$ cat src/design/chroma_key_alpha_overlay_defines.svh
// ---------------------------------------------------------------------------
// Chroma key alpha overlay assertion macros
// Shared assertion wrappers, clocked on clk and disabled while arst_n is low.
// ---------------------------------------------------------------------------
`ifndef CHROMA_KEY_ALPHA_OVERLAY_DEFINES_SVH
`define CHROMA_KEY_ALPHA_OVERLAY_DEFINES_SVH

`ifndef SYNTHESIS
// Same-cycle implication.
`define CKAO_ASSERT_IMPL(lbl, ante, cons, msg) \
	lbl: assert property (@(posedge clk) disable iff (!arst_n) (ante) |-> (cons)) \
		else $error(msg);
// Next-cycle implication.
`define CKAO_ASSERT_NEXT(lbl, ante, cons, msg) \
	lbl: assert property (@(posedge clk) disable iff (!arst_n) (ante) |=> (cons)) \
		else $error(msg);
`else
`define CKAO_ASSERT_IMPL(lbl, ante, cons, msg)
`define CKAO_ASSERT_NEXT(lbl, ante, cons, msg)
`endif

`endif

$ cat src/design/ckao_pkg.sv
// ---------------------------------------------------------------------------
// Chroma key alpha overlay package
// Item types, register map, configuration struct and stage payloads.
// ---------------------------------------------------------------------------
package ckao_pkg;

	localparam int MAX_DIM = 4096;

	// Full-scale effective alpha: 255 * 256.
	localparam logic [15:0] ALPHA_ONE   = 16'd65280;
	localparam logic [8:0]  OPACITY_MAX = 9'd256;
	localparam logic [12:0] DIM_LIMIT   = 13'(MAX_DIM);

	localparam int ADDR_W = 5;

	// Register indexes (word address).
	localparam logic [2:0] REG_OFFSET_X      = 3'd0;
	localparam logic [2:0] REG_OFFSET_Y      = 3'd1;
	localparam logic [2:0] REG_FRAME_WIDTH   = 3'd2;
	localparam logic [2:0] REG_FRAME_HEIGHT  = 3'd3;
	localparam logic [2:0] REG_OPACITY       = 3'd4;
	localparam logic [2:0] REG_KEY_ENABLE    = 3'd5;
	localparam logic [2:0] REG_KEY_COLOR     = 3'd6;
	localparam logic [2:0] REG_KEY_TOLERANCE = 3'd7;

	typedef struct packed {
		logic [11:0] fg_x;
		logic [11:0] fg_y;
		logic [7:0]  fg_blue;
		logic [7:0]  fg_green;
		logic [7:0]  fg_red;
		logic [7:0]  mask_alpha;
		logic [7:0]  bg_blue;
		logic [7:0]  bg_green;
		logic [7:0]  bg_red;
	} in_item_t;

	typedef struct packed {
		logic [11:0] dest_x;
		logic [11:0] dest_y;
		logic [7:0]  out_blue;
		logic [7:0]  out_green;
		logic [7:0]  out_red;
		logic        write_flag;
	} out_item_t;

	typedef struct packed {
		logic signed [12:0] offset_x;
		logic signed [12:0] offset_y;
		logic [12:0]        frame_width;
		logic [12:0]        frame_height;
		logic [8:0]         opacity;
		logic               key_enable;
		logic [23:0]        key_color;
		logic [7:0]         key_tolerance;
	} cfg_t;

	// Channel index 0 blue, 1 green, 2 red.
	typedef logic [2:0][7:0] rgb_t;

	typedef struct packed {
		logic [11:0] dest_x;
		logic [11:0] dest_y;
		logic        in_frame;
		logic [7:0]  m;
		rgb_t        fg;
		rgb_t        bg;
	} front_t;

	typedef struct packed {
		logic [11:0] dest_x;
		logic [11:0] dest_y;
		logic        flag;
		logic [15:0] a;
		rgb_t        fg;
		rgb_t        bg;
	} alpha_t;

	typedef struct packed {
		logic [11:0]      dest_x;
		logic [11:0]      dest_y;
		logic             flag;
		logic [2:0][23:0] num;
		rgb_t             bg;
	} mix_t;

	typedef struct packed {
		logic [11:0]      dest_x;
		logic [11:0]      dest_y;
		logic             flag;
		logic [2:0][15:0] q1;
		rgb_t             est;
		rgb_t             bg;
	} quot_t;

endpackage

$ cat src/design/ckao_cfg.sv
// ---------------------------------------------------------------------------
// Chroma key alpha overlay register file
// APB-style register bank holding placement, clipping, opacity and key setup.
// ---------------------------------------------------------------------------
module ckao_cfg (
	input  logic                      clk,
	input  logic                      arst_n,
	input  logic                      psel,
	input  logic                      penable,
	input  logic                      pwrite,
	input  logic [ckao_pkg::ADDR_W-1:0] paddr,
	input  logic [31:0]               pwdata,
	output logic [31:0]               prdata,
	output logic                      pready,
	output ckao_pkg::cfg_t            cfg
);
	import ckao_pkg::*;

	cfg_t       cfg_q;
	logic [2:0] idx;
	logic       wr_en;

	assign idx    = paddr[ADDR_W-1:2];
	assign wr_en  = psel && penable && pwrite;
	assign pready = 1'b1;
	assign cfg    = cfg_q;

	always_ff @(posedge clk or negedge arst_n) begin
		if (!arst_n) begin
			cfg_q.offset_x      <= '0;
			cfg_q.offset_y      <= '0;
			cfg_q.frame_width   <= 13'd1920;
			cfg_q.frame_height  <= 13'd1080;
			cfg_q.opacity       <= OPACITY_MAX;
			cfg_q.key_enable    <= 1'b0;
			cfg_q.key_color     <= 24'h00FF00;
			cfg_q.key_tolerance <= 8'd40;
		end else if (wr_en) begin
			unique case (idx)
				REG_OFFSET_X:      cfg_q.offset_x      <= pwdata[12:0];
				REG_OFFSET_Y:      cfg_q.offset_y      <= pwdata[12:0];
				REG_FRAME_WIDTH:   cfg_q.frame_width   <= pwdata[12:0];
				REG_FRAME_HEIGHT:  cfg_q.frame_height  <= pwdata[12:0];
				REG_OPACITY:       cfg_q.opacity       <= pwdata[8:0];
				REG_KEY_ENABLE:    cfg_q.key_enable    <= pwdata[0];
				REG_KEY_COLOR:     cfg_q.key_color     <= pwdata[23:0];
				REG_KEY_TOLERANCE: cfg_q.key_tolerance <= pwdata[7:0];
				default: ;
			endcase
		end
	end

	always_comb begin
		prdata = '0;
		unique case (idx)
			REG_OFFSET_X:      prdata = 32'(cfg_q.offset_x);
			REG_OFFSET_Y:      prdata = 32'(cfg_q.offset_y);
			REG_FRAME_WIDTH:   prdata = 32'(cfg_q.frame_width);
			REG_FRAME_HEIGHT:  prdata = 32'(cfg_q.frame_height);
			REG_OPACITY:       prdata = 32'(cfg_q.opacity);
			REG_KEY_ENABLE:    prdata = 32'(cfg_q.key_enable);
			REG_KEY_COLOR:     prdata = 32'(cfg_q.key_color);
			REG_KEY_TOLERANCE: prdata = 32'(cfg_q.key_tolerance);
			default:           prdata = '0;
		endcase
	end

endmodule

$ cat src/design/ckao_front.sv
// ---------------------------------------------------------------------------
// Chroma key alpha overlay front stage
// Chroma key test and frame clipping, one pipeline stage.
// ---------------------------------------------------------------------------
module ckao_front (
	input  logic               clk,
	input  logic               arst_n,
	input  ckao_pkg::cfg_t     cfg,
	input  logic               in_valid,
	output logic               in_stall,
	input  ckao_pkg::in_item_t in_item,
	output logic               out_valid,
	input  logic               out_stall,
	output ckao_pkg::front_t   out_data
);
	import ckao_pkg::*;

	logic        v_s1;
	front_t      d_s1;
	front_t      nxt;
	logic        rdy;
	rgb_t        fg;
	rgb_t        key;
	rgb_t        diff;
	logic [9:0]  key_dist;
	logic [9:0]  tol3;
	logic        keyed;
	logic [13:0] dx;
	logic [13:0] dy;
	logic [12:0] fw;
	logic [12:0] fh;

	assign rdy       = !v_s1 || !out_stall;
	assign in_stall  = !rdy;
	assign out_valid = v_s1;
	assign out_data  = d_s1;

	always_comb begin
		fg  = {in_item.fg_red, in_item.fg_green, in_item.fg_blue};
		key = cfg.key_color;
		for (int c = 0; c < 3; c++) begin
			diff[c] = (fg[c] > key[c]) ? fg[c] - key[c] : key[c] - fg[c];
		end
		key_dist = 10'(diff[0]) + 10'(diff[1]) + 10'(diff[2]);
		tol3     = 10'(cfg.key_tolerance) + {1'b0, cfg.key_tolerance, 1'b0};
		keyed    = cfg.key_enable && (key_dist < tol3);

		// Offsets are sign-extended; the sum never leaves 14 signed bits.
		dx = {cfg.offset_x[12], cfg.offset_x} + {2'b00, in_item.fg_x};
		dy = {cfg.offset_y[12], cfg.offset_y} + {2'b00, in_item.fg_y};
		fw = (cfg.frame_width  > DIM_LIMIT) ? DIM_LIMIT : cfg.frame_width;
		fh = (cfg.frame_height > DIM_LIMIT) ? DIM_LIMIT : cfg.frame_height;

		nxt.dest_x   = dx[11:0];
		nxt.dest_y   = dy[11:0];
		nxt.in_frame = !dx[13] && !dy[13] && (dx[12:0] < fw) && (dy[12:0] < fh);
		nxt.m        = keyed ? 8'd0 : in_item.mask_alpha;
		nxt.fg       = fg;
		nxt.bg       = {in_item.bg_red, in_item.bg_green, in_item.bg_blue};
	end

	always_ff @(posedge clk or negedge arst_n) begin
		if (!arst_n) begin
			v_s1 <= 1'b0;
		end else if (rdy) begin
			v_s1 <= in_valid;
		end
	end

	always_ff @(posedge clk) begin
		if (rdy && in_valid) begin
			d_s1 <= nxt;
		end
	end

endmodule

$ cat src/design/ckao_mix.sv
// ---------------------------------------------------------------------------
// Chroma key alpha overlay mixer
// Effective alpha in one stage, weighted channel sums in the next.
// ---------------------------------------------------------------------------
module ckao_mix (
	input  logic             clk,
	input  logic             arst_n,
	input  ckao_pkg::cfg_t   cfg,
	input  logic             in_valid,
	output logic             in_stall,
	input  ckao_pkg::front_t in_data,
	output logic             out_valid,
	input  logic             out_stall,
	output ckao_pkg::mix_t   out_data
);
	import ckao_pkg::*;

	logic        v_s2;
	logic        v_s3;
	alpha_t      d_s2;
	mix_t        d_s3;
	logic        rdy2;
	logic        rdy3;
	logic [8:0]  op;
	logic [16:0] prod;
	alpha_t      nxt2;
	mix_t        nxt3;
	logic [15:0] inv_a;

	assign rdy3      = !v_s3 || !out_stall;
	assign rdy2      = !v_s2 || rdy3;
	assign in_stall  = !rdy2;
	assign out_valid = v_s3;
	assign out_data  = d_s3;

	always_comb begin
		op   = (cfg.opacity > OPACITY_MAX) ? OPACITY_MAX : cfg.opacity;
		prod = 17'(in_data.m) * 17'(op);
		nxt2.dest_x = in_data.dest_x;
		nxt2.dest_y = in_data.dest_y;
		nxt2.a      = prod[15:0];
		nxt2.flag   = in_data.in_frame && (prod[15:0] != 16'd0);
		nxt2.fg     = in_data.fg;
		nxt2.bg     = in_data.bg;
	end

	always_comb begin
		inv_a = ALPHA_ONE - d_s2.a;
		nxt3.dest_x = d_s2.dest_x;
		nxt3.dest_y = d_s2.dest_y;
		nxt3.flag   = d_s2.flag;
		nxt3.bg     = d_s2.bg;
		for (int c = 0; c < 3; c++) begin
			nxt3.num[c] = 24'(d_s2.fg[c]) * 24'(d_s2.a) + 24'(d_s2.bg[c]) * 24'(inv_a);
		end
	end

	always_ff @(posedge clk or negedge arst_n) begin
		if (!arst_n) begin
			v_s2 <= 1'b0;
			v_s3 <= 1'b0;
		end else begin
			if (rdy2) begin
				v_s2 <= in_valid;
			end
			if (rdy3) begin
				v_s3 <= v_s2;
			end
		end
	end

	always_ff @(posedge clk) begin
		if (rdy2 && in_valid) begin
			d_s2 <= nxt2;
		end
		if (rdy3 && v_s2) begin
			d_s3 <= nxt3;
		end
	end

endmodule

$ cat src/design/ckao_div.sv
// ---------------------------------------------------------------------------
// Chroma key alpha overlay divider
// Divides the weighted sums by 65280 through a reciprocal estimate and one
// correction step, then forms the result item.
// ---------------------------------------------------------------------------
module ckao_div (
	input  logic                clk,
	input  logic                arst_n,
	input  logic                in_valid,
	output logic                in_stall,
	input  ckao_pkg::mix_t      in_data,
	output logic                out_valid,
	input  logic                out_stall,
	output ckao_pkg::out_item_t out_item
);
	import ckao_pkg::*;

	logic      v_s4;
	logic      v_s5;
	quot_t     d_s4;
	out_item_t d_s5;
	logic      rdy4;
	logic      rdy5;
	quot_t     nxt4;
	out_item_t nxt5;
	logic [2:0][23:0] p;
	logic [2:0][16:0] r;
	rgb_t      q;

	assign rdy5      = !v_s5 || !out_stall;
	assign rdy4      = !v_s4 || rdy5;
	assign in_stall  = !rdy4;
	assign out_valid = v_s5;
	assign out_item  = d_s5;

	// n / 65280 = (n / 256) / 255. The estimate q1 * 257 / 65536 is at most
	// one below the true quotient.
	always_comb begin
		nxt4.dest_x = in_data.dest_x;
		nxt4.dest_y = in_data.dest_y;
		nxt4.flag   = in_data.flag;
		nxt4.bg     = in_data.bg;
		for (int c = 0; c < 3; c++) begin
			nxt4.q1[c]  = in_data.num[c][23:8];
			p[c]        = {8'd0, in_data.num[c][23:8]} + {in_data.num[c][23:8], 8'd0};
			nxt4.est[c] = p[c][23:16];
		end
	end

	always_comb begin
		for (int c = 0; c < 3; c++) begin
			r[c] = 17'(d_s4.q1[c]) + 17'(d_s4.est[c]) - {1'b0, d_s4.est[c], 8'd0};
			q[c] = (r[c] >= 17'd255) ? d_s4.est[c] + 8'd1 : d_s4.est[c];
		end
		nxt5.write_flag = d_s4.flag;
		nxt5.dest_x     = d_s4.flag ? d_s4.dest_x : 12'd0;
		nxt5.dest_y     = d_s4.flag ? d_s4.dest_y : 12'd0;
		nxt5.out_blue   = d_s4.flag ? q[0] : d_s4.bg[0];
		nxt5.out_green  = d_s4.flag ? q[1] : d_s4.bg[1];
		nxt5.out_red    = d_s4.flag ? q[2] : d_s4.bg[2];
	end

	always_ff @(posedge clk or negedge arst_n) begin
		if (!arst_n) begin
			v_s4 <= 1'b0;
			v_s5 <= 1'b0;
		end else begin
			if (rdy4) begin
				v_s4 <= in_valid;
			end
			if (rdy5) begin
				v_s5 <= v_s4;
			end
		end
	end

	always_ff @(posedge clk) begin
		if (rdy4 && in_valid) begin
			d_s4 <= nxt4;
		end
		if (rdy5 && v_s4) begin
			d_s5 <= nxt5;
		end
	end

endmodule

$ cat src/design/chroma_key_alpha_overlay.sv
// ---------------------------------------------------------------------------
// Chroma key alpha overlay
// Per-pixel compositor: chroma key, clipping, alpha blend into background.
// ---------------------------------------------------------------------------
// Each input item carries one overlay pixel, its overlay coordinates, its
// mask alpha and the background pixel under it. Each item yields exactly one
// result item with the destination coordinates, the blended color and a
// write flag; with the flag clear the coordinates read zero and the color is
// the background color.
// Both channels use valid and stall. The pipeline has five register stages
// (key and clip, alpha product, channel products, quotient estimate,
// correction and output register); an accepted item passes through them in
// that order and stays in a stage while the next one is full and stalled.
// One item is accepted every cycle while out_stall is low.
// When the receiver stalls, items keep moving into empty stages, so in_stall
// rises only once all five stages hold an item.
// Reset clears all stage valid bits and loads the register defaults.
// Registers are written through the APB port at byte addresses 4 * index,
// by the user only while the pipeline is empty; the block does not check.
// ---------------------------------------------------------------------------
`include "chroma_key_alpha_overlay_defines.svh"

module chroma_key_alpha_overlay (
	input  logic                        clk,
	input  logic                        arst_n,
	input  logic                        psel,
	input  logic                        penable,
	input  logic                        pwrite,
	input  logic [ckao_pkg::ADDR_W-1:0] paddr,
	input  logic [31:0]                 pwdata,
	output logic [31:0]                 prdata,
	output logic                        pready,
	input  logic                        in_valid,
	output logic                        in_stall,
	input  ckao_pkg::in_item_t          in_item,
	output logic                        out_valid,
	input  logic                        out_stall,
	output ckao_pkg::out_item_t         out_item
);
	import ckao_pkg::*;

	cfg_t   cfg;
	front_t front_data;
	mix_t   mix_data;
	logic   front_valid;
	logic   front_stall;
	logic   mix_valid;
	logic   mix_stall;

	ckao_cfg u_cfg (
		.clk     (clk),
		.arst_n  (arst_n),
		.psel    (psel),
		.penable (penable),
		.pwrite  (pwrite),
		.paddr   (paddr),
		.pwdata  (pwdata),
		.prdata  (prdata),
		.pready  (pready),
		.cfg     (cfg)
	);

	ckao_front u_front (
		.clk       (clk),
		.arst_n    (arst_n),
		.cfg       (cfg),
		.in_valid  (in_valid),
		.in_stall  (in_stall),
		.in_item   (in_item),
		.out_valid (front_valid),
		.out_stall (front_stall),
		.out_data  (front_data)
	);

	ckao_mix u_mix (
		.clk       (clk),
		.arst_n    (arst_n),
		.cfg       (cfg),
		.in_valid  (front_valid),
		.in_stall  (front_stall),
		.in_data   (front_data),
		.out_valid (mix_valid),
		.out_stall (mix_stall),
		.out_data  (mix_data)
	);

	ckao_div u_div (
		.clk       (clk),
		.arst_n    (arst_n),
		.in_valid  (mix_valid),
		.in_stall  (mix_stall),
		.in_data   (mix_data),
		.out_valid (out_valid),
		.out_stall (out_stall),
		.out_item  (out_item)
	);

	// Back-pressure at the input can only come from a full, stalled output.
	`CKAO_ASSERT_IMPL(a_stall_source, in_stall, out_valid && out_stall, "input stall without stalled output")
	// A result with the flag clear carries zero coordinates.
	`CKAO_ASSERT_IMPL(a_clear_coords, out_valid && !out_item.write_flag, (out_item.dest_x == 12'd0) && (out_item.dest_y == 12'd0), "coordinates set on unwritten item")
	// With the receiver free, an accepted item reaches the output.
	`CKAO_ASSERT_NEXT(a_latency, (in_valid && !in_stall) ##1 !out_stall ##1 !out_stall ##1 !out_stall ##1 !out_stall, out_valid, "item did not reach output")

endmodule
$ cat config.mk
export PLATFORM = sky130hd
export DESIGN_NAME = chroma_key_alpha_overlay
export DESIGN_NICKNAME = d
export VERILOG_FILES = /design/src/design/ckao_pkg.sv /design/src/design/ckao_cfg.sv /design/src/design/ckao_front.sv /design/src/design/ckao_mix.sv /design/src/design/ckao_div.sv /design/src/design/chroma_key_alpha_overlay.sv
export VERILOG_INCLUDE_DIRS = /design/src /design/src/design
export SDC_FILE = /design/constraint.sdc
export NUM_CORES = 2
export LEC_CHECK = 0
export BUFFER_PORTS_ARGS = -buffer_cell sky130_fd_sc_hd__buf_2
export CORE_UTILIZATION = 39
export DETAILED_ROUTE_END_ITERATION = 16
export GPL_ROUTABILITY_DRIVEN = 0
export PLACE_DENSITY = 0.61
export SLEW_MARGIN = 10
export SYNTH_ARGS = -nofsm -noshare
export SYNTH_HDL_FRONTEND = slang
export SYNTH_SLANG_ARGS = --single-unit
$ cat constraint.sdc
create_clock -name clk -period 17.6 [get_ports clk]
set_clock_uncertainty 0.15 [all_clocks]
set_input_delay 2.64 -clock clk [delete_from_list [all_inputs] [get_ports clk]]
set_output_delay 2.64 -clock clk [all_outputs]
set_load 0.01 [all_outputs]
==> results by group <==
Timing
  • Measured slew at the worst slew-check pin: 1.158 ns
  • Peak Freq: between 0.1 and 0.15 GHz
  • RSZ-0062 raised after global routing: no
  • Final Critical Period: 8.926 ns
  • Max-slew violations: 0
  • Setup TNS: 0 ns
  • Period utilization: 50.71%
  • Final hold viol count: 0
  • Slew HR: 22.80%
  • Final Setup Violations: 0

Synthesis
  • Sequential share of the synthesized area: 29.41%
  • Ys async rst share: 18.47%
  • EDFF count, synth: ~440
  • Syn Inst Count: between 5000 and 6000
  • Most frequent cell after synthesis: inv_1
  • Mapped Avg Cell Area: 10.34 µm²
  • Synth Cell Area: 53130 µm²
  • Mapped Nets: around 6400
  • Ys flop type: edfxtp_1
  • Top cells by area, synth: fa_1 (25%), edfxtp_1 (25%), ha_1 (11%)
  • Synth warnings: 0
  • Library cells used by synthesis: 96
  • Area leader, netlist: fa_1
  • #FFs+latches synth: roughly 540
  • Most instantiated cells after synthesis: inv_1 (1000), fa_1 (673), nand2_1 (608), ha_1 (484), edfxtp_1 (437)
  • Yosys top cell area share: 25.36%

Setup path
  • CP Data Required Time: between 15 and 20 ns
  • Top Family by Delay on Critical Path: adder cells
  • R2r worst-path depth: 25
  • Arrival time worst endpoint: 9.14 ns
  • Crit-path max cell delay: 1.12 ns
  • Reg2Reg Setup Slack: just under 9 ns
  • CP Capture Type: register
  • Worst reg2reg endpoint: u_mix.out_data[70]
  • Worst path buffer plus inverter count: 5
  • CP startpoint kind: register
  • Critical path origin: u_mix.d_s2[49]
  • CP max-delay cell: edfxtp_1
  • Reg2reg start: u_mix.d_s2[49]
  • Worst setup path endpoint: u_mix.out_data[70]
  • CP most frequent cell: fa_1
  • Levels on crit path: 25
  • Crit Path Category: register to register
  • CP max FO: 28

Die
  • IO Pins: about 210
  • Initial core utilization: a little under 40%
  • Die X-Extent: around 370 µm
  • Core area: 135300 µm²
  • Die ar.: 137700 µm²
  • Std cell rows: approximately 140
  • Die H: 371.1 µm

Outcome
  • Status: complete, no violations

Route
  • Wire length per cell: around 18 µm
  • Post-Route WL: 125100 µm
  • Vias per inst: 4.991
  • Via count: 35390
  • Initial drt markers: 2057
  • Antenna viol nets, final: 0
  • Residual DRC: 0
  • DRT Pass-1 Iters: 7

Finish
  • P&R area growth vs syn: 9.262%
  • Layout cells sized above 1: 9.022%
  • Area of the multi-input gates: 33100 µm²
  • Design area: between 50000 and 60000 µm²
  • FF+latch area: 15620 µm²
  • Fillcell total: roughly 13000
  • Finished Layout Cells: 7091
  • Nets: 6538

Clock network
  • H-tree depth: 2
  • Post-CTS setup buffers: 0
  • Worst-path clk slew: 0.07 ns
  • CTS tree: yes
  • Post-CTS Hold Fix Bufs: 0
  • Cts repair resizes: 0
  • Clock Tree Buf Depth: 3
  • Worst-Skew Late Latency: 0.71 ns
  • Total clock sinks: 536
  • Num CTS Buffers: 60
  • Clock Tree Root: clkbuf_16

Placement
  • Dpl cell area: 56020 µm²
  • Port Buf Inserts: 196
  • Placed Cells: 6976
  • DP HPWL: around 98000 µm

GRT
  • Vias in the first global route: between 30000 and 40000
  • Total GRT Usage: 18.68%
  • Initial antenna violation count: 2
  • Largest net degree at the start of global routing: 83
  • First-pass GRT wire length: 201800 µm
  • GRT overflow: 0

Hold path
  • HP Start: u_front.out_data[72]
  • Path type of the worst min-delay path: register to register

Run
  • Max-Cap Viols: 0
-- stage by stage --
stage,hold slack (ns),util [%],setup slack [ns]
3_3_place_gp,0.2505,41.41,8.843
3_5_place_dp,0.2545,41.41,8.753
2_1_floorplan,0.2503,-,8.656
6_report,0.2666,42.91,8.674
5_1_grt,0.2692,42.91,8.163
4_1_cts,0.2655,42.90,8.735
-- layout by cell type (no fill, tap or decap), types with 19 or more instances in the layout --
cell and count:
a21o_1 72, a21oi_1 147, and2_1 409, and3_1 24
buf_2 195, buf_4 45, clkbuf_16 60, dfrtp_1 80
dfstp_2 19, edfxtp_1 437, fa_1 673, ha_1 484
inv_1 1000, mux2_2 78, mux2i_1 32, nand2_1 608
nand2b_1 27, nand3_1 33, nand4_1 33, nor2_1 139
nor2b_1 38, nor3_1 34, o21a_1 26, o21ai_0 113
o21bai_1 28, xnor2_1 128, xor2_1 38
-- sequential cells by signal, summed over array words and instances, names as in the netlist --
signal,flops
u_mix.d_s2,89
u_mix.out_valid,1
u_front.out_data,81
u_div.out_item,49
u_cfg.cfg,94
u_div.out_valid,1
u_div.d_s4,121
u_front.out_valid,1
u_mix.out_data,97
u_mix.v_s2,1
u_div.v_s4,1
-- layer usage --
layer	global-route usage [%]	up-vias	part of all wire (%)
met5	0	-	0.0096
met4	4.867	2	2.5
met3	2.261	166	4.9
met2	31.25	839	48
met1	25.59	17710	45
li1	-	16680	-
-- logic make-up (layout without fill, tap and decap cells) --
kind of cell	after synthesis	in the layout	synth area share, %
compound gates	546	546	6.702
buf+inv	1185	1354	8.452
simple gates	1426	1426	13.30
flops	536	536	29.41
xor+xnor	172	172	2.835
mux	117	117	2.539
fa+ha+maj	1157	1157	36.76
other cells	1	2	0.007058
-- area by class of cell --
cell class                 count  share of cell area [%]
multi-input combinational   3419                   57.03
clock buffer                  72                   2.716
clock inverter                42                  0.7738
inverter                    1000                   6.466
timing repair buffer         240                   2.263
sequential                   536                   26.91
antenna                        1                0.004311
tap                         1781                   3.839
-- worst min-delay path by stage --
| stage | cells past startpoint | endpoint | slack (ns) |
|---|---|---|---|
| 3_5_place_dp | 0 | u_div.d_s4[10] | 0.25 |
| 2_1_floorplan | 0 | u_div.d_s4[0] | 0.25 |
| 6_report | 0 | u_mix.d_s2[80] | 0.27 |
| 3_3_place_gp | 0 | u_div.d_s4[16] | 0.25 |
| 5_1_grt | 0 | u_mix.d_s2[45] | 0.27 |
| 4_1_cts | 0 | u_mix.d_s2[44] | 0.27 |
Power is left out: the tool's default activity adds up to more than one toggle a clock period on the data nets, which glitch-free logic cannot reach.
